$ cat src/cmcd_pkg.sv
// Shared types and constants for the camera module counter decoder.
package cmcd_pkg;

    // Present-module counter saturates at this value; the index is its low bits.
    localparam int unsigned COUNT_W     = 10;
    localparam int unsigned INDEX_W     = 9;
    localparam logic [COUNT_W-1:0] MAX_MODULES = 10'd512;

    // Trigger layout: four bytes, seven channels, one nibble per channel.
    localparam int unsigned NUM_CH      = 7;
    localparam int unsigned NUM_BYTES   = 4;

    // Reset value of the suspect threshold and the sequence scale factor.
    localparam logic [31:0] DEFAULT_THRESHOLD = 32'd124987500;
    localparam logic [29:0] SEQ_SCALE         = 30'd1000000000;

    // Stream widths.
    localparam int unsigned S_TDATA_W = 112;
    localparam int unsigned M_TDATA_W = 288;
    localparam int unsigned M_TUSER_W = 2;

    // One module record as received.
    typedef struct packed {
        logic              module_present;
        logic [15:0]       pps_count;
        logic [15:0]       pps_event_count;
        logic [31:0]       coarse_time;
        logic signed [7:0] fine_event_time;
        logic signed [7:0] fine_bunch_time;
        logic [31:0]       trig_bytes;
        logic              last_module;
    } cmcd_item_t;

    // Per-module decode, zero for an absent module.
    typedef struct packed {
        logic [27:0] trigger_image;
        logic [6:0]  hit_mask;
        logic [31:0] event_time;
        logic [16:0] time_sequence;
        logic        clock_suspect;
    } cmcd_decode_t;

    // Complete result record.
    typedef struct packed {
        logic               module_valid;
        logic [INDEX_W-1:0] present_index;
        cmcd_decode_t       dec;
        logic               sums_valid;
        logic [63:0]        time_sum;
        logic [63:0]        sequence_sum;
        logic [63:0]        combined_time;
        logic               any_suspect;
    } cmcd_result_t;

endpackage

$ cat src/cmcd_decode.sv
// Per-module decode: trigger image, hit mask, event time and suspect check.
module cmcd_decode
    import cmcd_pkg::*;
(
    input  cmcd_item_t   item,
    input  logic [31:0]  threshold,
    output cmcd_decode_t dec
);

    logic [27:0] image;
    logic [6:0]  mask;
    logic [31:0] time_raw;
    logic        suspect;
    logic [16:0] seq;

    // Channel k nibble gathers bit k of each trigger byte, byte 0 in the lowest bit.
    always_comb
    begin
        image = '0;
        mask  = '0;
        for (int ch = 0; ch < NUM_CH; ch++)
        begin
            for (int b = 0; b < NUM_BYTES; b++)
            begin
                image[4*ch + b] = item.trig_bytes[8*b + ch];
            end
            mask[ch] = |image[4*ch +: 4];
        end
    end

    // Bunch event time in fine units, wrapping at 32 bits.
    assign time_raw = {item.coarse_time[28:0], 3'b000}
                    + {{24{item.fine_event_time[7]}}, item.fine_event_time}
                    - {{24{item.fine_bunch_time[7]}}, item.fine_bunch_time};

    // Clock is suspect on the first event of a bunch with a late coarse time.
    assign suspect = (item.pps_event_count == 16'd1) && (item.coarse_time > threshold);
    assign seq     = {1'b0, item.pps_count} - {16'd0, suspect};

    // Absent modules give all-zero fields.
    always_comb
    begin
        if (item.module_present)
        begin
            dec.trigger_image = image;
            dec.hit_mask      = mask;
            dec.event_time    = time_raw;
            dec.time_sequence = seq;
            dec.clock_suspect = suspect;
        end
        else
        begin
            dec = '0;
        end
    end

endmodule

$ cat src/camera_module_counter_decoder.sv
// Top level of the camera module counter decoder: stream pipeline and event sums.
//
//  Channel   Direction  Handshake          Payload
//  s_*       in         s_tvalid/s_tready  s_tdata record, s_tuser presence, s_tlast
//  m_*       out        m_tvalid/m_tready  m_tdata result, m_tuser valid flags
//  cfg_*     in         cfg_valid/ready    cfg_data suspect threshold
//
// One record is taken every cycle while s_tready is high. The depth is set by the
// input register, the decode and sum stage, the 32-bit partial products of the 1e9
// scaling and the final 64-bit add.
// Reset clears the valid bits, the event sums and restores the default threshold.
// A stall on m_tready fills empty stages first; s_tready falls only when all
// four stages hold a record.
module camera_module_counter_decoder
    import cmcd_pkg::*;
(
    input  logic                 clk,
    input  logic                 rst_n,
    // s_tdata, lowest bit up: pps_count[15:0], pps_event_count[15:0],
    // coarse_time[31:0], fine_event_time[7:0], fine_bunch_time[7:0],
    // trig_bytes[31:0]
    input  logic [S_TDATA_W-1:0] s_tdata,
    // s_tuser: module_present
    input  logic [0:0]           s_tuser,
    input  logic                 s_tlast,
    input  logic                 s_tvalid,
    output logic                 s_tready,
    // m_tdata, lowest bit up: present_index[8:0], trigger_image[27:0],
    // hit_mask[6:0], event_time[31:0], time_sequence[16:0], clock_suspect,
    // time_sum[63:0], sequence_sum[63:0], combined_time[63:0], any_suspect,
    // one zero pad bit
    output logic [M_TDATA_W-1:0] m_tdata,
    // m_tuser, lowest bit up: module_valid, sums_valid
    output logic [M_TUSER_W-1:0] m_tuser,
    output logic                 m_tvalid,
    input  logic                 m_tready,
    input  logic [31:0]          cfg_data,
    input  logic                 cfg_valid,
    output logic                 cfg_ready
);

    // Pipeline valid bits and stage enables.
    logic a_valid_reg, b_valid_reg, c_valid_reg, d_valid_reg;
    logic en_a, en_b, en_c, en_d;

    // Stage registers.
    cmcd_item_t   a_item_reg;
    cmcd_result_t b_res_reg, b_res_next;
    cmcd_result_t c_res_reg;
    logic [61:0]  c_plo_reg;
    logic [31:0]  c_phi_reg;
    cmcd_result_t d_res_reg, d_res_next;

    // Event state.
    logic [31:0]        threshold_reg;
    logic [COUNT_W-1:0] count_reg, count_next;
    logic [63:0]        tsum_reg, tsum_next;
    logic [63:0]        ssum_reg, ssum_next;
    logic               susp_reg, susp_next;
    logic               allp_reg, allp_next;

    cmcd_decode_t dec;
    logic [63:0]  tsum_acc, ssum_acc;
    logic         susp_acc, allp_acc;
    logic [63:0]  combined;

    // A stage loads when it is empty or its contents move on.
    assign en_d     = !d_valid_reg || m_tready;
    assign en_c     = !c_valid_reg || en_d;
    assign en_b     = !b_valid_reg || en_c;
    assign en_a     = !a_valid_reg || en_b;
    assign s_tready = en_a;
    assign cfg_ready = 1'b1;

    // Configuration register.
    always_ff @(posedge clk or negedge rst_n)
    begin
        if (!rst_n)
        begin
            threshold_reg <= DEFAULT_THRESHOLD;
        end
        else if (cfg_valid)
        begin
            threshold_reg <= cfg_data;
        end
    end

    // Valid bits.
    always_ff @(posedge clk or negedge rst_n)
    begin
        if (!rst_n)
        begin
            a_valid_reg <= 1'b0;
            b_valid_reg <= 1'b0;
            c_valid_reg <= 1'b0;
            d_valid_reg <= 1'b0;
        end
        else
        begin
            if (en_a)
            begin
                a_valid_reg <= s_tvalid;
            end
            if (en_b)
            begin
                b_valid_reg <= a_valid_reg;
            end
            if (en_c)
            begin
                c_valid_reg <= b_valid_reg;
            end
            if (en_d)
            begin
                d_valid_reg <= c_valid_reg;
            end
        end
    end

    // Input register: unpack the transaction into the record.
    always_ff @(posedge clk)
    begin
        if (en_a)
        begin
            a_item_reg.module_present  <= s_tuser[0];
            a_item_reg.pps_count       <= s_tdata[15:0];
            a_item_reg.pps_event_count <= s_tdata[31:16];
            a_item_reg.coarse_time     <= s_tdata[63:32];
            a_item_reg.fine_event_time <= s_tdata[71:64];
            a_item_reg.fine_bunch_time <= s_tdata[79:72];
            a_item_reg.trig_bytes      <= s_tdata[111:80];
            a_item_reg.last_module     <= s_tlast;
        end
    end

    cmcd_decode u_decode (
        .item      (a_item_reg),
        .threshold (threshold_reg),
        .dec       (dec)
    );

    // Fold this module into the event sums and form the stage-B record.
    always_comb
    begin
        tsum_acc = tsum_reg;
        ssum_acc = ssum_reg;
        susp_acc = susp_reg;
        allp_acc = allp_reg && a_item_reg.module_present;
        count_next = count_reg;
        if (a_item_reg.module_present)
        begin
            tsum_acc = tsum_reg + {{32{dec.event_time[31]}}, dec.event_time};
            ssum_acc = ssum_reg + {{47{dec.time_sequence[16]}}, dec.time_sequence};
            susp_acc = susp_reg || dec.clock_suspect;
            if (count_reg < MAX_MODULES)
            begin
                count_next = count_reg + 1'b1;
            end
        end

        b_res_next               = '0;
        b_res_next.module_valid  = a_item_reg.module_present;
        b_res_next.present_index = a_item_reg.module_present ? count_reg[INDEX_W-1:0] : '0;
        b_res_next.dec           = dec;

        tsum_next = tsum_acc;
        ssum_next = ssum_acc;
        susp_next = susp_acc;
        allp_next = allp_acc;
        if (a_item_reg.last_module)
        begin
            if (allp_acc)
            begin
                b_res_next.sums_valid   = 1'b1;
                b_res_next.time_sum     = tsum_acc;
                b_res_next.sequence_sum = ssum_acc;
                b_res_next.any_suspect  = susp_acc;
            end
            count_next = '0;
            tsum_next  = '0;
            ssum_next  = '0;
            susp_next  = 1'b0;
            allp_next  = 1'b1;
        end
    end

    // Event state advances once per record entering stage B.
    always_ff @(posedge clk or negedge rst_n)
    begin
        if (!rst_n)
        begin
            count_reg <= '0;
            tsum_reg  <= '0;
            ssum_reg  <= '0;
            susp_reg  <= 1'b0;
            allp_reg  <= 1'b1;
        end
        else if (en_b && a_valid_reg)
        begin
            count_reg <= count_next;
            tsum_reg  <= tsum_next;
            ssum_reg  <= ssum_next;
            susp_reg  <= susp_next;
            allp_reg  <= allp_next;
        end
    end

    // Combined time, wrapping at 64 bits; zero when no sums are emitted.
    assign combined = {2'b00, c_plo_reg} + {c_phi_reg, 32'd0} + c_res_reg.time_sum;

    // Stage-D record: stage-C contents with the combined time filled in.
    always_comb
    begin
        d_res_next               = c_res_reg;
        d_res_next.combined_time = combined;
    end

    // Payload registers of stages B to D; the scaling is split into two partial products.
    always_ff @(posedge clk)
    begin
        if (en_b)
        begin
            b_res_reg <= b_res_next;
        end
        if (en_c)
        begin
            c_res_reg <= b_res_reg;
            c_plo_reg <= 62'(b_res_reg.sequence_sum[31:0]) * 62'(SEQ_SCALE);
            c_phi_reg <= b_res_reg.sequence_sum[63:32] * 32'(SEQ_SCALE);
        end
        if (en_d)
        begin
            d_res_reg <= d_res_next;
        end
    end

    // Output packing.
    assign m_tvalid = d_valid_reg;
    assign m_tuser  = {d_res_reg.sums_valid, d_res_reg.module_valid};
    assign m_tdata  = {1'b0,
                       d_res_reg.any_suspect,
                       d_res_reg.combined_time,
                       d_res_reg.sequence_sum,
                       d_res_reg.time_sum,
                       d_res_reg.dec.clock_suspect,
                       d_res_reg.dec.time_sequence,
                       d_res_reg.dec.event_time,
                       d_res_reg.dec.hit_mask,
                       d_res_reg.dec.trigger_image,
                       d_res_reg.present_index};

    // The present-module counter never passes its saturation value.
    assert property (@(posedge clk) disable iff (!rst_n) count_reg <= MAX_MODULES)
        else $error("present-module count above saturation");

    // After the last module of an event enters stage B, the event state is clear.
    assert property (@(posedge clk) disable iff (!rst_n)
        en_b && a_valid_reg && a_item_reg.last_module
        |=> count_reg == '0 && tsum_reg == '0 && ssum_reg == '0 && !susp_reg && allp_reg)
        else $error("event state not cleared after last module");

    // Input back-pressure only when every stage is occupied.
    assert property (@(posedge clk) disable iff (!rst_n)
        !s_tready |-> a_valid_reg && b_valid_reg && c_valid_reg && d_valid_reg)
        else $error("input stalled with an empty stage");

    // A result without emitted sums carries zero sums and zero combined time.
    assert property (@(posedge clk) disable iff (!rst_n)
        d_valid_reg && !d_res_reg.sums_valid
        |-> d_res_reg.time_sum == '0 && d_res_reg.sequence_sum == '0
            && d_res_reg.combined_time == '0 && !d_res_reg.any_suspect)
        else $error("sums present without sums_valid");

endmodule
$ cat config.mk
export PLATFORM = sky130hd
export DESIGN_NAME = camera_module_counter_decoder
export DESIGN_NICKNAME = d
export VERILOG_FILES = /design/src/cmcd_pkg.sv /design/src/cmcd_decode.sv /design/src/camera_module_counter_decoder.sv
export SDC_FILE = /design/constraint.sdc
export NUM_CORES = 2
export LEC_CHECK = 0
export BUFFER_PORTS_ARGS = -buffer_cell sky130_fd_sc_hd__buf_2
export CORE_ASPECT_RATIO = 0.9
export CORE_MARGIN = 2
export CORE_UTILIZATION = 40
export DETAILED_ROUTE_END_ITERATION = 7
export GPL_TIMING_DRIVEN = 0
export SLEW_MARGIN = 20
export SYNTH_ARGS = -nofsm -noshare
export SYNTH_HDL_FRONTEND = slang
export SYNTH_SLANG_ARGS = --single-unit
$ cat constraint.sdc
create_clock -name clk -period 24.4 [get_ports clk]
set_clock_uncertainty 0.05 [all_clocks]
set_input_delay 2.44 -clock clk [delete_from_list [all_inputs] [get_ports clk]]
set_output_delay 2.44 -clock clk [all_outputs]
set_load 0.02 [all_outputs]
==> results.md <==
* I/O Buffers at 436
* Setup crit end kind: flop
* Main flop type after synthesis: edfxtp_1
* Unrepaired setup endpoints after global routing: no
* CP Class: reg -> reg
* Sequential power share at between 20% and 30%
* DP Cell Count at 8174
* Post-CTS Resized at 0
* Tmin final at 8.26 ns
* Crit path max fanout at 11
* Pre-CTS WS at between 15 and 20 ns
* Leak at 34.8 nW
* Core area at 166000 sq um
* Crit path max-delay family: compound AO/OA/AOI/OAI gates
* Comb pwr share at 60.2%
* Worst hold-check path type: reg -> reg
* Postcts setup bufs at 0
* Count leader, synth: edfxtp_1
* Mapped Cells at 5475
* Insertion delay to the later sink of the worst-skew pair at around 0.77 ns
* Mux cell area share after synthesis at 0.408%
* All-Layer GR Usage at 20.7%
* Final net count at 7317
* Endpoints failing hold at 0
* I/O pins at 444
* Post-synthesis sequential element count at 1088
* Setup TNS at 0 ns
* Cell taking the most area after synthesis: edfxtp_1
* Synth warnings at 0
* Pint at 6.79 mW
* Largest family of logic cells by synthesized area: adder cells
* Largest net degree at the start of global routing at 98
* TritonCTS Buffers at roughly 120
* First-pass GRT wire length at approximately 270000 microns
* Simple-gate share of the synthesized area at under 10%
* Final WS setup at 16.14 ns
* Drt pass-1 iters at 5
* CTS clk-pin slew, worst paths at 0.06 ns
* Clock share of power at 15.1%
* Max FFs per register at 278
* Crit-path slowest cell: o41ai_1
* Most instantiated cells after synthesis: edfxtp_1 (912), inv_1 (803), ha_1 (654), fa_1 (451), nor2_1 (304)
* Pwr per Cell Area at 160 nW/um^2
* Post-route antenna net violation count at 0
* Achievable Freq at around 120 MHz
* Sink Count at about 1100
* Iteration-0 DRC count of the detailed router at approximately 3000
* Synthesized Nets at a little under 7000
* Root Buffer Master: clkbuf_16
* DP Wirelength at 138000 microns
* Ratio of cells with drive above 1 in the final layout at 12.4%
* Compound-Gate Fraction of Synth Area at 10.0%
* Total congestion overflow at 0
* Die area at 170000 sq um
* Finished Layout Cells at 8404
* Avg Synthesized Cell Area at 12.2 sq um
* Post-synth cell types at 94
* Placer Congestion at 0.887
* Initial antenna violation count at 11
* DRC violations left at 0
* Drt wl/cell at slightly above 20 microns
* Max Transition Viols Final at 0
* Synth top area share at 41.0%
* Number of enable flip-flop cells after synthesis at 912
* CTS H-tree lvls at 3
* Initial Util at 40.2%
* Worst IR Drop VDD at 0.000193 V
* Area grow syn2layout at 14.5%
* Max-cap check violation count at 0
* Die H at 392 microns
* Site Rows at 142
* Register area share after synthesis at a little under half
* Adder-Cell Fraction of Synth Area at 25.8%
* Critical Path AT at 8.70 ns
* Clk buf depth at 3
* Period utilization at 33.8%
* Hold bufs inserted after CTS at 0
* Die Wd at 435 microns
* Vias in the first global route at 43300
* Synth area leaders: edfxtp_1 (41%), fa_1 (14%), ha_1 (12%), dfrtp_1 (6.0%), inv_1 (4.5%)
* Vias at 42300
* Async set or reset register ratio after synthesis at 16.2%
* Req. time, crit path at 24.84 ns
* Finish-stage setup viols at 0
* Synth Cell Area at 66800 sq um
* Worst-Margin Slew at roughly 1.1 ns
* XOR/XNOR Fraction of Synth Area at 3.95%
* DRT Wirelength at between 150000 and 200000 microns
* Via density at approximately 5
* CP bufs+invs at 3
* TritonCTS clock tree: yes
* Setup crit start kind: flop
* Net Switching at 5.46 mW
* Sw Ratio at 44.6%
* Max_slew headroom at around 25%
* CP peak stage delay at 0.65 ns
* Status: completed
-- path summary, 6_finish.rpt --
check                          startpoint               end  slack, ns  depth (start not counted)
max                        a_item_reg[40]    b_res_reg[190]      16.14                         30
min                        c_res_reg[108]      m_tdata[201]       0.34                          0
max reg2reg                a_item_reg[40]    b_res_reg[190]      16.14                         30
min reg2reg                c_res_reg[108]      m_tdata[201]       0.34                          0
max in group asynchronous           rst_n      tsum_reg[48]      21.64                          3
min in group asynchronous           rst_n  threshold_reg[0]       1.50                          1
-- per-stage QoR --
step	utilization, %	cell area (sq um)	total power, mW	hold WS (ns)
after floorplan	-	66800	8.31	0.350
after global placement	43.2	71800	10.3	0.351
after detailed placement	43.6	72400	10.3	0.355
after CTS	46.0	76500	12.3	0.355
after global routing	46.1	76500	13.4	0.361
final	46.1	76500	12.3	0.342
-- cell families after synthesis --
logic type               Yosys count
adder cells (fa/ha/maj)         1105
flip-flops                      1088
AO/OA/AOI/OAI                   1035
AND/OR/NAND/NOR                  980
buffers and inverters            937
XOR/XNOR                         301
multiplexers                      27
other                              2
-- cell usage in the layout, fill, tap and decap left out, types with 15 or more instances in the layout --
master and instances:
edfxtp_1 912, inv_1 801, ha_1 654, fa_1 451, buf_2 441, nor2_1 303
a21oi_1 285, nand2_1 280, o21ai_0 267, xnor2_1 194, a21o_1 167, dfrtp_1 161
clkbuf_1 124, clkbuf_16 118, xor2_1 107, nand3_1 65, and2_1 56, nand4_1 52
o21bai_1 49, nor2b_1 44, nand2b_1 40, nor3_1 36, and3_1 34, a31oi_1 33
o21a_1 30, clkinv_2 28, a211oi_1 27, mux2i_1 25, o21ai_1 22, nor4_1 19
o211ai_1 16, dfstp_2 15
-- power by group through the flow --
stage | combinational (mW) | clock (mW) | sequential (mW)
floorplan | 5.15 | 0 | 3.16
global placement | 7.21 | 0 | 3.13
detailed placement | 7.28 | 0 | 3.07
CTS | 7.38 | 1.90 | 3.04
global route | 8.35 | 1.96 | 3.08
finish | 7.38 | 1.85 | 3.03
-- per-layer routing --
metal / vias to the layer above / track usage, % / wire length, microns / share of wire, %
met5: - / 0 / 0 / 0
met4: 0 / 7.44 / 6890 / 3.9
met2: 881 / 33.2 / 80800 / 46
li1: 20200 / - / - / -
met1: 21000 / 28.8 / 79900 / 46
met3: 253 / 2.66 / 7000 / 4.0
-- area by class of cell --
type	count	area, sq um
Fill cell	15200	89600
Sequential cell	1088	31800
Multi-Input combinational cell	3450	31500
Clock buffer	140	3110
Inverter	804	3030
Timing Repair Buffer	467	2800
Tap cell	2232	2790
Clock inverter	84	937
Buffer	133	548
Antenna cell	6	15.0
No activity file was read; power rests on OpenSTA's default activity.
